**config.mk**
```make
export PLATFORM = sky130hd
export DESIGN_NAME = ogs_queue
export DESIGN_NICKNAME = d
export VERILOG_FILES = /design/src/rtl/ogs_pkg.sv /design/src/rtl/ogs_queue.sv
export SDC_FILE = /design/constraint.sdc
export NUM_CORES = 1
export LEC_CHECK = 0
export ABC_AREA = 1
export BUFFER_PORTS_ARGS = -buffer_cell sky130_fd_sc_hd__buf_4
export CAP_MARGIN = 20
export CORE_MARGIN = 2
export CORE_UTILIZATION = 54
export CTS_BUF_LIST = sky130_fd_sc_hd__clkbuf_8
export CTS_CLUSTER_DIAMETER = 50
export DETAILED_ROUTE_END_ITERATION = 8
export PLACE_DENSITY = 0.91
export SLEW_MARGIN = 30
export SYNTH_ARGS = -nofsm -noshare
export SYNTH_HDL_FRONTEND = slang
export SYNTH_SLANG_ARGS = --single-unit
```
**constraint.sdc**
```tcl
create_clock -name clock -period 3.3 [get_ports clock]
set_clock_uncertainty 0.2 [all_clocks]
set_input_delay 0.33 -clock clock [delete_from_list [all_inputs] [get_ports clock]]
set_output_delay 0.33 -clock clock [all_outputs]
set_load 0.05 [all_outputs]
```
**src/rtl/ogs_pkg.sv**
```systemverilog
`timescale 1ns / 1ps
// Occupancy grid store: shared types, constants and register indexes.
// Used by every module of the block except ogs_ram; depends on nothing.

package ogs_pkg;

   // Grid geometry and coordinate format
   localparam int MAX_ROWS        = 256;
   localparam int MAX_COLS        = 256;
   localparam int COORD_FRAC_BITS = 16;
   localparam int ROW_AW          = $clog2(MAX_ROWS);
   localparam int COL_AW          = $clog2(MAX_COLS);
   localparam int USED_W          = 9;

   // Index arithmetic widths
   localparam int DIFF_W = 34;
   localparam int MAG_W  = 33;
   localparam int PROD_W = 65;
   localparam int QMAG_W = 41;
   localparam int IDX_W  = 42;
   localparam int SHIFT  = 2 * COORD_FRAC_BITS;
   localparam logic [PROD_W-1:0] REM_MASK = (PROD_W'(1) << SHIFT) - PROD_W'(1);
   localparam logic [QMAG_W-1:0] IDX_SAT  = QMAG_W'(1) << 40;

   // Configuration port
   localparam int CSR_IDX_W  = 3;
   localparam int CSR_DATA_W = 32;
   localparam logic [CSR_IDX_W-1:0] REG_ORIGIN_X = 3'd0;
   localparam logic [CSR_IDX_W-1:0] REG_ORIGIN_Y = 3'd1;
   localparam logic [CSR_IDX_W-1:0] REG_INV_CELL = 3'd2;
   localparam logic [CSR_IDX_W-1:0] REG_NUM_ROWS = 3'd3;
   localparam logic [CSR_IDX_W-1:0] REG_NUM_COLS = 3'd4;

   // Neighbour directions
   localparam logic [1:0] DIR_UP    = 2'd0;
   localparam logic [1:0] DIR_DOWN  = 2'd1;
   localparam logic [1:0] DIR_LEFT  = 2'd2;
   localparam logic [1:0] DIR_RIGHT = 2'd3;

   localparam int QUEUE_DEPTH = 2;
   localparam int QPTR_W      = 1;
   localparam int QCNT_W      = 2;

   typedef enum logic [1:0] {
      OP_SET   = 2'd0,
      OP_CLR   = 2'd1,
      OP_QUERY = 2'd2,
      OP_NBR   = 2'd3
   } op_type;

   typedef enum logic [2:0] {
      K_MARK,
      K_SKIP,
      K_QFIX,
      K_QSCAN,
      K_NBR
   } kind_type;

   typedef enum logic [1:0] {
      F_IDLE,
      F_CALC,
      F_PUSH
   } front_state_type;

   typedef enum logic [3:0] {
      B_CLEAR,
      B_IDLE,
      B_MARK_RD,
      B_MARK_WR,
      B_RESP,
      B_SCAN,
      B_NB_RD,
      B_NB_CHK,
      B_NB_OUT
   } back_state_type;

   typedef struct packed {
      logic [1:0]         op;
      logic signed [31:0] pos_x;
      logic signed [31:0] pos_y;
      logic [30:0]        radius;
      logic [7:0]         cell_row;
      logic [7:0]         cell_col;
   } req_type;

   typedef struct packed {
      logic       hit;
      logic       nbr_found;
      logic [7:0] nbr_row;
      logic [7:0] nbr_col;
      logic [1:0] nbr_dir;
      logic       last;
   } rsp_type;

   typedef struct packed {
      logic signed [31:0] origin_x;
      logic signed [31:0] origin_y;
      logic [31:0]        inv_cell_size;
      logic [USED_W-1:0]  rows_used;
      logic [USED_W-1:0]  cols_used;
   } cfg_type;

   // One classified item on its way from front to back
   typedef struct packed {
      kind_type          kind;
      logic              flag;   // mark value, or fixed query answer
      logic [ROW_AW-1:0] r_lo;
      logic [ROW_AW-1:0] r_hi;
      logic [COL_AW-1:0] c_lo;
      logic [COL_AW-1:0] c_hi;
   } cmd_type;

   typedef struct packed {
      logic clearing;
   } back_status_type;

endpackage

```
**src/rtl/ogs_queue.sv**
```systemverilog
`timescale 1ns / 1ps
// Two-entry command queue between the front and back ends.
// Uses ogs_pkg for the command type and depth.

module ogs_queue (
   input  logic             clock,
   input  logic             reset,
   input  logic             push_valid,
   output logic             push_ready,
   input  ogs_pkg::cmd_type push_data,
   output logic             pop_valid,
   input  logic             pop_ready,
   output ogs_pkg::cmd_type pop_data
);

   ogs_pkg::cmd_type            entry_ff [ogs_pkg::QUEUE_DEPTH];
   logic [ogs_pkg::QPTR_W-1:0]  wr_ptr_ff, rd_ptr_ff;
   logic [ogs_pkg::QCNT_W-1:0]  count_ff;
   logic                        do_push, do_pop;

   assign push_ready = count_ff < ogs_pkg::QCNT_W'(ogs_pkg::QUEUE_DEPTH);
   assign pop_valid  = count_ff != '0;
   assign pop_data   = entry_ff[rd_ptr_ff];
   assign do_push    = push_valid && push_ready;
   assign do_pop     = pop_valid && pop_ready;

   always_ff @(posedge clock) begin
      if (reset) begin
         wr_ptr_ff <= '0;
         rd_ptr_ff <= '0;
         count_ff  <= '0;
      end else begin
         if (do_push) begin
            wr_ptr_ff <= wr_ptr_ff + 1'b1;
         end
         if (do_pop) begin
            rd_ptr_ff <= rd_ptr_ff + 1'b1;
         end
         if (do_push && !do_pop) begin
            count_ff <= count_ff + 1'b1;
         end else if (do_pop && !do_push) begin
            count_ff <= count_ff - 1'b1;
         end
      end
   end

   always_ff @(posedge clock) begin
      if (do_push) begin
         entry_ff[wr_ptr_ff] <= push_data;
      end
   end

endmodule

```
==> impl_metrics.toml <==
[worst_setup_path]
worstPathArrival_ps = 1960
crit_path_top_delay_cell = "dfxtp_2"
cp.required_ps = 2770
worst_setup_path_end_kind = "output port"
critPathKind = "reg2out"
cp_top_family = "flip-flops"
category_of_the_worst_setup_path_launch_point = "register"
cpPeakStageDelay_ps = 820
worst-path-buf-inv = 2
worstPathMaxFanout = 22
critical_path.cell_chain = "buf_12 > mux2_2 > buf_4"

[place]
finalWeightedCongestion = 0.669
placement.setup.worst_slack_ps = 1170
hpwl_mm = 3.37
port-buffer-count = 77

[cells_and_area]
post-route-util = 0.782
nNetsFinal = 312
num-fill-cells = 315
area_growth_pct = 41.7
final_layout_size_suffix_gt1_frac = 0.486
antenna-diode-count = 0

[route]
dr.first_iter.drc_count = 70
detailedRoute.firstPassIterationCount = 4
via_count = 1676
detail_route.drc_violations = 0
post_drt_via_cell_ratio = 4.82
antenna_violating_nets_post_route = 0
finalWirelength_mm = 5.42
drt-wirelength-per-cell_um = 15.6

[sta]
rsz0062_at_grt = "false"
setup_total_negative_slack_ps = 0
slew-limit-headroom = 0.505
max_clock_freq_ghz = 0.402
final.min_clock_period_ps = 2490
finalHoldWorstSlack_ps = 83.5
min_setup_slack_post_route_ps = 811
worstMarginPinSlew_ps = 743
period_utilization = 0.754
finalHoldViolCount = 0
setup_viol = 0
finalMaxSlewViolations = 0

[logic_synthesis]
syn_area_per_cell_um2 = 20.3
portion_of_synthesized_cell_area_occupied_by_the_leading_cell_type = 0.725
yosys_warnings = 0
syn_inst = 147
synthFlopType = "edfxtp_1"
synth-async-reset-ratio = 0
synth.cells.most_frequent = "72 x edfxtp_1, 30 x mux2_4, 8 x inv_1, 8 x nand2_1"
synth.distinct_cells = 15
synth.most_common_cell = "edfxtp_1"
synth-edff-count = 72
synth.area.top_cells = "edfxtp_1 72%, mux2_4 15%, dfxtp_1 3.4%"
synth_seq_cells = 77
mappedNetlistArea_um2 = 2980
postSynthNetCount = 188
yosysSeqAreaShare = 0.758
synthDominantAreaCellType = "edfxtp_1"

[global_route]
grt_first_pass_wirelength_mm = 8.31
antenna_violations_before_repair = 0
first_global_vias = 1726
pin_count_of_the_biggest_net_entering_global_routing = 23
global_route.usage.total = 0.187
grt_overflow = 0

[floorplanning]
die-width_um = 78.3
placement_rows = 27
floorplan.initialDensity = 0.552
design.core.area_um2 = 5410
die_h_um = 78.3
die_area_um2 = 6130
boundaryPins = 78

[job]
cap_viol_max_count = 0

[cts]
post_cts.repair.setup_buffers = 0
htreeDepth = 3
postcts_resize_cnt = 0
clock_latency_on_the_worst_skew_pair_ps = 330
clk_root_buffer_cell = "clkbuf_8"
cts_hold_repair.buffers = 37
clk_pin_slew_worst_paths_ps = 70
cts_tree = "yes"
clockBufferDepth = 2
numClockSinks = 77
total_clock_buffers_created_by_cts = 9

[pwr]
power_density_nw_per_um2 = 818
leakage_nw = 1.70
irDropWorstVdd_uv = 528

[outcome]
outcome = "finished, final reports clean"

[min_path]
hold_class = "in2reg"
per-layer routing:
metal  vias to the layer above  track usage  wire, µm
met2                        44        0.342      3010
li1                        806            -         -
met5                         -            0         0
met3                        12       0.0368       160
met4                         0        0.109       144
met1                       814        0.199      2100
power by group:
| part | switching [W] | total, W | leakage [nW] | internal, W |
|---|---|---|---|---|
| Sequential | 0.0000866 | 0.00134 | 0.712 | 0.00125 |
| Clock | 0.000308 | 0.000770 | 0.121 | 0.000462 |
| Combinational | 0.000842 | 0.00135 | 0.869 | 0.000506 |
layout by cell type (no fill, tap or decap), types with 2 or more instances in the layout:
cell type       n
clkbuf_8       11
mux2_2          6
nor2_1          4
buf_4          79
nand3_1         2
dlygate4sd3_1  37
edfxtp_1       72
a21oi_1         2
dfxtp_1         4
inv_1           9
mux2_4         30
bufinv_16       2
nor2_4          2
nand2_1         8
clkinv_2        2
metrics by stage:
stage	instances	instance area (µm²)	power, W
after floorplan	147	2980	0.00235
after global routing	348	4230	0.00359
after detailed placement	295	3630	0.00267
final	348	4230	0.00346
after CTS	348	4230	0.00348
after global placement	295	3630	0.00264
kinds of logic (layout without fill, tap and decap cells):
group,count (synthesis),in the layout,share of synthesized area
AO/OA/AOI/OAI,3,3,0.00503
AND/OR/NAND/NOR,18,18,0.0247
flip-flops,77,77,0.758
adder cells (fa/ha/maj),1,1,0.00419
buffers and inverters,12,141,0.0340
multiplexers,36,36,0.174
final timing paths:
path / from / slack [ps] / end / depth (start not counted)
min reg2reg: rd_ptr_ff / 310 / rd_ptr_ff / 2
min: pop_ready / 80 / rd_ptr_ff / 3
max reg2reg: count_ff[1] / 1320 / entry_ff[0][6] / 4
max: register / 810 / pop_data[14] / 3
worst register-to-register path, stage by stage, from the launching register on:
cell	delay, ps
dfxtp_1	310
inv_1	130
nand2_1	170
nor2_4	460
buf_4	380
registers in the layout, summed over array words and instances (netlist names), named ones only:
signal     flops
count_ff       2
wr_ptr_ff      1
entry_ff      72
rd_ptr_ff      1
final cells by class:
cell class | instances | area (µm²) | share of cell area
multi-input combinational | 58 | 634 | 0.150
clock inverter | 5 | 73.8 | 0.0175
timing repair buffer | 117 | 983 | 0.233
inverter | 8 | 30.0 | 0.00710
sequential | 77 | 2260 | 0.536
tap | 72 | 90.1 | 0.0213
clock buffer | 11 | 151 | 0.0358
No activity file was read; power rests on OpenSTA's default activity.
