`src/rtl/ogs_pkg.sv`:
```
`timescale 1ns / 1ps
// Occupancy grid store: shared types, constants and register indexes.
// Used by every module of the block except ogs_ram; depends on nothing.

package ogs_pkg;

   // Grid geometry and coordinate format
   localparam int MAX_ROWS        = 256;
   localparam int MAX_COLS        = 256;
   localparam int COORD_FRAC_BITS = 16;
   localparam int ROW_AW          = $clog2(MAX_ROWS);
   localparam int COL_AW          = $clog2(MAX_COLS);
   localparam int USED_W          = 9;

   // Index arithmetic widths
   localparam int DIFF_W = 34;
   localparam int MAG_W  = 33;
   localparam int PROD_W = 65;
   localparam int QMAG_W = 41;
   localparam int IDX_W  = 42;
   localparam int SHIFT  = 2 * COORD_FRAC_BITS;
   localparam logic [PROD_W-1:0] REM_MASK = (PROD_W'(1) << SHIFT) - PROD_W'(1);
   localparam logic [QMAG_W-1:0] IDX_SAT  = QMAG_W'(1) << 40;

   // Configuration port
   localparam int CSR_IDX_W  = 3;
   localparam int CSR_DATA_W = 32;
   localparam logic [CSR_IDX_W-1:0] REG_ORIGIN_X = 3'd0;
   localparam logic [CSR_IDX_W-1:0] REG_ORIGIN_Y = 3'd1;
   localparam logic [CSR_IDX_W-1:0] REG_INV_CELL = 3'd2;
   localparam logic [CSR_IDX_W-1:0] REG_NUM_ROWS = 3'd3;
   localparam logic [CSR_IDX_W-1:0] REG_NUM_COLS = 3'd4;

   // Neighbour directions
   localparam logic [1:0] DIR_UP    = 2'd0;
   localparam logic [1:0] DIR_DOWN  = 2'd1;
   localparam logic [1:0] DIR_LEFT  = 2'd2;
   localparam logic [1:0] DIR_RIGHT = 2'd3;

   localparam int QUEUE_DEPTH = 2;
   localparam int QPTR_W      = 1;
   localparam int QCNT_W      = 2;

   typedef enum logic [1:0] {
      OP_SET   = 2'd0,
      OP_CLR   = 2'd1,
      OP_QUERY = 2'd2,
      OP_NBR   = 2'd3
   } op_type;

   typedef enum logic [2:0] {
      K_MARK,
      K_SKIP,
      K_QFIX,
      K_QSCAN,
      K_NBR
   } kind_type;

   typedef enum logic [1:0] {
      F_IDLE,
      F_CALC,
      F_PUSH
   } front_state_type;

   typedef enum logic [3:0] {
      B_CLEAR,
      B_IDLE,
      B_MARK_RD,
      B_MARK_WR,
      B_RESP,
      B_SCAN,
      B_NB_RD,
      B_NB_CHK,
      B_NB_OUT
   } back_state_type;

   typedef struct packed {
      logic [1:0]         op;
      logic signed [31:0] pos_x;
      logic signed [31:0] pos_y;
      logic [30:0]        radius;
      logic [7:0]         cell_row;
      logic [7:0]         cell_col;
   } req_type;

   typedef struct packed {
      logic       hit;
      logic       nbr_found;
      logic [7:0] nbr_row;
      logic [7:0] nbr_col;
      logic [1:0] nbr_dir;
      logic       last;
   } rsp_type;

   typedef struct packed {
      logic signed [31:0] origin_x;
      logic signed [31:0] origin_y;
      logic [31:0]        inv_cell_size;
      logic [USED_W-1:0]  rows_used;
      logic [USED_W-1:0]  cols_used;
   } cfg_type;

   // One classified item on its way from front to back
   typedef struct packed {
      kind_type          kind;
      logic              flag;   // mark value, or fixed query answer
      logic [ROW_AW-1:0] r_lo;
      logic [ROW_AW-1:0] r_hi;
      logic [COL_AW-1:0] c_lo;
      logic [COL_AW-1:0] c_hi;
   } cmd_type;

   typedef struct packed {
      logic clearing;
   } back_status_type;

endpackage

```
`src/rtl/ogs_front.sv`:
```
`timescale 1ns / 1ps
// Front end: accepts items, maps coordinates to cell indexes through a
// five-stage multiply pipeline and classifies each item. Uses ogs_pkg.

module ogs_front (
   input  logic                     clock,
   input  logic                     reset,
   input  ogs_pkg::cfg_type         cfg,
   input  ogs_pkg::back_status_type status,
   input  logic                     req_valid,
   output logic                     req_ready,
   input  ogs_pkg::req_type         req_data,
   output logic                     push_valid,
   input  logic                     push_ready,
   output ogs_pkg::cmd_type         push_data
);

   ogs_pkg::front_state_type state_ff, state_in;
   ogs_pkg::req_type         item_ff;
   logic [2:0]               cnt_ff;
   logic                     issue;
   logic                     accept;

   logic                             s1_vld_ff, s2_vld_ff, s3_vld_ff, s4_vld_ff;
   logic [1:0]                       s1_tag_ff, s2_tag_ff, s3_tag_ff, s4_tag_ff;
   logic signed [ogs_pkg::DIFF_W-1:0] s1_diff_ff;
   logic                             s2_neg_ff, s3_neg_ff, s4_neg_ff;
   logic [ogs_pkg::MAG_W-1:0]        s2_mag_ff;
   logic [63:0]                      s3_prod_ff;
   logic                             s3_hi_ff;
   logic [ogs_pkg::QMAG_W-1:0]       s4_q_ff;
   logic                             s4_rem_ff;
   logic signed [ogs_pkg::IDX_W-1:0] idx_ff [4];

   logic signed [ogs_pkg::DIFF_W-1:0] pos_s, org_s, rad_s, diff_in;
   logic [ogs_pkg::DIFF_W-1:0]        neg_diff;
   logic [ogs_pkg::MAG_W-1:0]         mag_in;
   logic [63:0]                       prod_in;
   logic [ogs_pkg::PROD_W-1:0]        p_sum, q_full;
   logic [ogs_pkg::QMAG_W-1:0]        q_in;
   logic                              rem_in;
   logic [ogs_pkg::IDX_W-1:0]         neg_t;
   logic signed [ogs_pkg::IDX_W-1:0]  idx_in;

   logic signed [ogs_pkg::IDX_W-1:0] r0, r1, c0, c1, rows_s, cols_s;
   logic                             cell_in, box_empty, box_out;

   assign accept = req_valid && req_ready;

   // Next state
   always_comb begin
      state_in = state_ff;
      case (state_ff)
         ogs_pkg::F_IDLE: begin
            if (accept) begin
               state_in = (req_data.op == ogs_pkg::OP_NBR) ? ogs_pkg::F_PUSH
                                                           : ogs_pkg::F_CALC;
            end
         end
         ogs_pkg::F_CALC: begin
            if (s4_vld_ff && s4_tag_ff == 2'd3) begin
               state_in = ogs_pkg::F_PUSH;
            end
         end
         ogs_pkg::F_PUSH: begin
            if (push_ready) begin
               state_in = ogs_pkg::F_IDLE;
            end
         end
         default: state_in = ogs_pkg::F_IDLE;
      endcase
   end

   // Outputs
   always_comb begin
      req_ready  = 1'b0;
      push_valid = 1'b0;
      issue      = 1'b0;
      case (state_ff)
         ogs_pkg::F_IDLE: req_ready  = !status.clearing;
         ogs_pkg::F_CALC: issue      = !cnt_ff[2];
         ogs_pkg::F_PUSH: push_valid = 1'b1;
         default: ;
      endcase
   end

   // Stage 1: offset from origin, tag 0/1 rows (minus/plus radius), 2/3 columns
   always_comb begin
      pos_s = cnt_ff[1] ? {{2{item_ff.pos_x[31]}}, item_ff.pos_x}
                        : {{2{item_ff.pos_y[31]}}, item_ff.pos_y};
      org_s = cnt_ff[1] ? {{2{cfg.origin_x[31]}}, cfg.origin_x}
                        : {{2{cfg.origin_y[31]}}, cfg.origin_y};
      rad_s = (item_ff.op == ogs_pkg::OP_QUERY) ? {3'b000, item_ff.radius} : '0;
      diff_in = pos_s - org_s + (cnt_ff[0] ? rad_s : -rad_s);
   end

   // Stage 2: sign and magnitude
   assign neg_diff = -s1_diff_ff;
   assign mag_in   = s1_diff_ff[ogs_pkg::DIFF_W-1] ? neg_diff[ogs_pkg::MAG_W-1:0]
                                                   : s1_diff_ff[ogs_pkg::MAG_W-1:0];

   // Stage 3: low 32 bits of the magnitude times the scale; top bit is a select
   assign prod_in = s2_mag_ff[31:0] * cfg.inv_cell_size;

   // Stage 4: fold in the top bit, drop the fraction, saturate
   always_comb begin
      p_sum  = {1'b0, s3_prod_ff}
             + (s3_hi_ff ? {1'b0, cfg.inv_cell_size, 32'b0} : '0);
      q_full = p_sum >> ogs_pkg::SHIFT;
      rem_in = |(p_sum & ogs_pkg::REM_MASK);
      q_in   = (q_full > ogs_pkg::PROD_W'(ogs_pkg::IDX_SAT)) ? ogs_pkg::IDX_SAT
                                                           : q_full[ogs_pkg::QMAG_W-1:0];
   end

   // Stage 5: floor for negative offsets, clamp at the negative limit
   always_comb begin
      neg_t = {1'b0, s4_q_ff} + ogs_pkg::IDX_W'(s4_rem_ff);
      if (!s4_neg_ff) begin
         idx_in = {1'b0, s4_q_ff};
      end else if (neg_t > {1'b0, ogs_pkg::IDX_SAT}) begin
         idx_in = -{1'b0, ogs_pkg::IDX_SAT};
      end else begin
         idx_in = -neg_t;
      end
   end

   // Classification
   always_comb begin
      r0     = idx_ff[0];
      r1     = idx_ff[1];
      c0     = idx_ff[2];
      c1     = idx_ff[3];
      rows_s = ogs_pkg::IDX_W'(cfg.rows_used);
      cols_s = ogs_pkg::IDX_W'(cfg.cols_used);
      cell_in   = !r0[ogs_pkg::IDX_W-1] && !c0[ogs_pkg::IDX_W-1]
               && (r0 < rows_s) && (c0 < cols_s);
      box_empty = (r0 > r1) || (c0 > c1);
      box_out   = r0[ogs_pkg::IDX_W-1] || c0[ogs_pkg::IDX_W-1]
               || (r1 >= rows_s) || (c1 >= cols_s);

      push_data.flag = 1'b0;
      push_data.r_lo = r0[ogs_pkg::ROW_AW-1:0];
      push_data.r_hi = r1[ogs_pkg::ROW_AW-1:0];
      push_data.c_lo = c0[ogs_pkg::COL_AW-1:0];
      push_data.c_hi = c1[ogs_pkg::COL_AW-1:0];
      case (item_ff.op)
         ogs_pkg::OP_SET, ogs_pkg::OP_CLR: begin
            push_data.kind = cell_in ? ogs_pkg::K_MARK : ogs_pkg::K_SKIP;
            push_data.flag = (item_ff.op == ogs_pkg::OP_SET);
         end
         ogs_pkg::OP_QUERY: begin
            if (box_empty) begin
               push_data.kind = ogs_pkg::K_QFIX;
            end else if (box_out) begin
               push_data.kind = ogs_pkg::K_QFIX;
               push_data.flag = 1'b1;
            end else begin
               push_data.kind = ogs_pkg::K_QSCAN;
            end
         end
         default: begin
            push_data.kind = ogs_pkg::K_NBR;
            push_data.r_lo = item_ff.cell_row;
            push_data.c_lo = item_ff.cell_col;
         end
      endcase
   end

   // Control registers
   always_ff @(posedge clock) begin
      if (reset) begin
         state_ff  <= ogs_pkg::F_IDLE;
         cnt_ff    <= '0;
         s1_vld_ff <= 1'b0;
         s2_vld_ff <= 1'b0;
         s3_vld_ff <= 1'b0;
         s4_vld_ff <= 1'b0;
      end else begin
         state_ff  <= state_in;
         if (accept) begin
            cnt_ff <= '0;
         end else if (issue) begin
            cnt_ff <= cnt_ff + 3'd1;
         end
         s1_vld_ff <= issue;
         s2_vld_ff <= s1_vld_ff;
         s3_vld_ff <= s2_vld_ff;
         s4_vld_ff <= s3_vld_ff;
      end
   end

   // Payload registers
   always_ff @(posedge clock) begin
      if (accept) begin
         item_ff <= req_data;
      end
      s1_diff_ff <= diff_in;
      s1_tag_ff  <= cnt_ff[1:0];
      s2_neg_ff  <= s1_diff_ff[ogs_pkg::DIFF_W-1];
      s2_mag_ff  <= mag_in;
      s2_tag_ff  <= s1_tag_ff;
      s3_prod_ff <= prod_in;
      s3_hi_ff   <= s2_mag_ff[ogs_pkg::MAG_W-1];
      s3_neg_ff  <= s2_neg_ff;
      s3_tag_ff  <= s2_tag_ff;
      s4_q_ff    <= q_in;
      s4_rem_ff  <= rem_in;
      s4_neg_ff  <= s3_neg_ff;
      s4_tag_ff  <= s3_tag_ff;
      if (s4_vld_ff) begin
         idx_ff[s4_tag_ff] <= idx_in;
      end
   end

endmodule

```
`config.mk`:
```
export PLATFORM = sky130hd
export DESIGN_NAME = ogs_front
export DESIGN_NICKNAME = d
export VERILOG_FILES = /design/src/rtl/ogs_pkg.sv /design/src/rtl/ogs_front.sv
export SDC_FILE = /design/constraint.sdc
export NUM_CORES = 2
export LEC_CHECK = 0
export BUFFER_PORTS_ARGS = -buffer_cell sky130_fd_sc_hd__buf_2
export CAP_MARGIN = 20
export CORE_MARGIN = 5
export CORE_UTILIZATION = 45
export DETAILED_ROUTE_END_ITERATION = 8
export PLACE_DENSITY = 0.59
export REMOVE_ABC_BUFFERS = 1
export SLEW_MARGIN = 20
export SYNTH_ARGS = -nofsm -noshare
export SYNTH_HDL_FRONTEND = slang
export SYNTH_SLANG_ARGS = --single-unit
export TNS_END_PERCENT = 5
```
`constraint.sdc`:
```
create_clock -name clock -period 10.2 [get_ports clock]
set_input_delay 2.04 -clock clock [delete_from_list [all_inputs] [get_ports clock]]
set_output_delay 2.04 -clock clock [all_outputs]
set_load 0.01 [all_outputs]
```
==> out/results.txt <==
CP required: 10.75 ns
CTS tree: done
die height: 366.4 um
Post-CTS Hold Fix Bufs: 0
number of cells on the worst hold path: 0
CTS root buf: clkbuf_16
GP Congestion: 0.8952
min-delay worst type: flip-flop to flip-flop
CP arrival: 9.83 ns
Distinct cells, synth: 87
post-synthesis sequential area ratio: 21.28%
die area: 134200 um2
area of the mapped netlist: 57160 um2
Ports: 270
Layout Nets: 7634
GRT Util Overall: 23.28%
Crit-path slowest cell: fa_1
flops & latches, synth: 467
gr ovfl total: 0
area grow syn2layout: 9.831%
max incr delay on CP: 0.56 ns
post-detail-place hpwl: 124.7 mm
count of final hold-check violations: 0
RSZ-0062 raised after global routing: false
Max-Cap Viols: 0
clk_lat worst skew: 0.66 ns
max-slew violation count: 0
worst-margin pin slew: 1.049 ns
htree depth: 2
die width: 366.4 um
post-route ant nets: 0
Cells after Synth: 5818
Buffers on Ports: 269
core area: 125900 um2
clock-pin slew on the worst setup and hold paths: 0.06 ns
via count: 40600
EDFF count, synth: 281
DRT iter0 DRCs: 2250
Setup Skew: 0.04547 ns
Avg Cell Area, Syn: 9.824 um2
DRC: 0
average wire per standard cell: 20.05 um
most frequent cells in the layout: inv_1 (1032), fa_1 (930), nand2_1 (631)
Clock Tree Buf Depth: 3
Tmin final: 9.278 ns
commonest non-fill, non-tap cell in the layout: inv_1
share of layout cells above drive strength 1: 10.18%
setup TNS after final layout: 0 ns
drt first pass iters: 5
CP startpoint kind: input port
Top FF cell, synth: edfxtp_1
first-pass GRT wire length: 247.2 mm
r2r worst-path depth: 28
num rows: 130
antenna violations before repair: 2
ys async rst share: 0%
final setup fails: 0
Via density: 5.262
largest net degree at the start of global routing: 71
CTS Sinks: 467
Setup CP Type: input port to flip-flop
final period utilization: 90.96%
Final Routed Wirelength: 154.7 mm
Initial Util: 45.40%
PostCTS Resize Cnt: 0
most used cell, CP: fa_1
CTS Buf Count: 54
Post-CTS Setup Repair Bufs: 0
Achievable Freq: 0.1078 GHz
relative max-transition margin: 30.05%
outcome: complete, no violations
vias in the first global route: 44050
Yosys warnings: 0
Worst Path Max Fanout: 17
CP Capture Type: flip-flop
-- Yosys cell counts (8+ instances only) --
| cell | n | area, um2 |
|---|---|---|
| edfxtp_1 | 281 | 8438 |
| mux2_2 | 48 | 540.5 |
| o21a_1 | 16 | 120.1 |
| and3_1 | 24 | 150.1 |
| a21oi_1 | 205 | 1026 |
| nor2_1 | 144 | 540.5 |
| nand4_1 | 57 | 356.6 |
| a31oi_1 | 32 | 200.2 |
| clkbuf_1 | 243 | 912.1 |
| a211oi_1 | 11 | 82.58 |
| dfxtp_1 | 186 | 3724 |
| nand2b_1 | 31 | 193.9 |
| o31ai_1 | 15 | 112.6 |
| o31a_1 | 8 | 70.07 |
| ha_1 | 454 | 5680 |
| or3_1 | 17 | 106.4 |
| or2_2 | 9 | 56.30 |
| and4_1 | 8 | 70.07 |
| inv_1 | 1032 | 3874 |
| o211ai_1 | 13 | 97.59 |
| fa_1 | 930 | 18620 |
| o41ai_1 | 8 | 70.07 |
| a21o_1 | 100 | 750.7 |
| o21bai_1 | 17 | 127.6 |
| mux2i_1 | 35 | 350.3 |
| xnor2_1 | 175 | 1533 |
| nor3_1 | 50 | 250.2 |
| xor2_1 | 47 | 411.6 |
| o21ai_0 | 117 | 585.6 |
| nand2_1 | 631 | 2369 |
| and2_1 | 597 | 3735 |
| nor4_1 | 57 | 356.6 |
| buf_4 | 17 | 127.6 |
| nand3_1 | 39 | 195.2 |
| nor2b_1 | 33 | 206.5 |
-- layout make-up --
class	instances	area, um2
clock buffer	70	1466
antenna	3	7.507
multi-input combinational	4042	40020
clock inverter	31	509.2
sequential	467	12190
inverter	1033	3877
timing repair buffer	420	2643
fill	11640	63120
tap	1650	2064
-- cell families after synthesis --
| family | share of synthesized area, % |
|---|---|
| AND/OR/NAND/NOR | 15.67 |
| adder cells (fa/ha/maj) | 42.51 |
| buffers and inverters | 8.750 |
| AO/OA/AOI/OAI | 6.832 |
| flip-flops | 21.28 |
| XOR/XNOR | 3.402 |
| multiplexers | 1.559 |
-- registers in the layout (all words and copies together) (netlist names), 3 cells and up --
name and flops:
idx_ff 168, item_ff 113, s3_prod_ff 64, s1_diff_ff 34, s2_mag_ff 33, s4_q_ff 33, cnt_ff 3
-- critical path: cells and delay by family --
family / cells / cell delay [ns]
AO/OA/AOI/OAI: 7 / 1.62
XOR/XNOR: 1 / 0.12
adder cells (fa/ha/maj): 9 / 4.36
buffers and inverters: 11 / 1.21
AND/OR/NAND/NOR: 4 / 0.42
-- worst paths after layout --
| kind | start | to | slack [ns] |
|---|---|---|---|
| min reg2reg | s1_tag_ff[0] | s2_tag_ff[0] | 0.31 |
| max | cfg[29] | s3_prod_ff[63] | 0.92 |
| min | s1_tag_ff[0] | s2_tag_ff[0] | 0.31 |
| max reg2reg | s2_mag_ff[18] | s3_prod_ff[63] | 1.53 |
-- routing by layer --
| layer | vias to the layer above | GRT usage (%) | share of wire (%) |
|---|---|---|---|
| li1 | 18760 | - | - |
| met2 | 1264 | 39.70 | 48 |
| met3 | 240 | 4.231 | 6.6 |
| met4 | 2 | 6.281 | 3.0 |
| met5 | - | 0 | 0.0084 |
| met1 | 20340 | 30.68 | 43 |
-- through the flow --
| stage | setup WS, ns | area (um2) | hold WS [ns] | util, % | cells |
|---|---|---|---|---|---|
| after floorplan | 1.327 | 56030 | 0.3096 | - | 5542 |
| after global placement | 0.2784 | 60780 | 0.3116 | 48.28 | 7612 |
| after detailed placement | 0.2068 | 60780 | 0.3121 | 48.28 | 7612 |
| after CTS | 0.8908 | 62760 | 0.3152 | 49.85 | 7713 |
| after global routing | 0.4645 | 62770 | 0.3058 | 49.86 | 7713 |
| final | 0.9220 | 62780 | 0.3150 | 49.86 | 7716 |
Power is not shown: default switching activity piles up to over one toggle a cycle in this logic, so the estimate is an artifact.
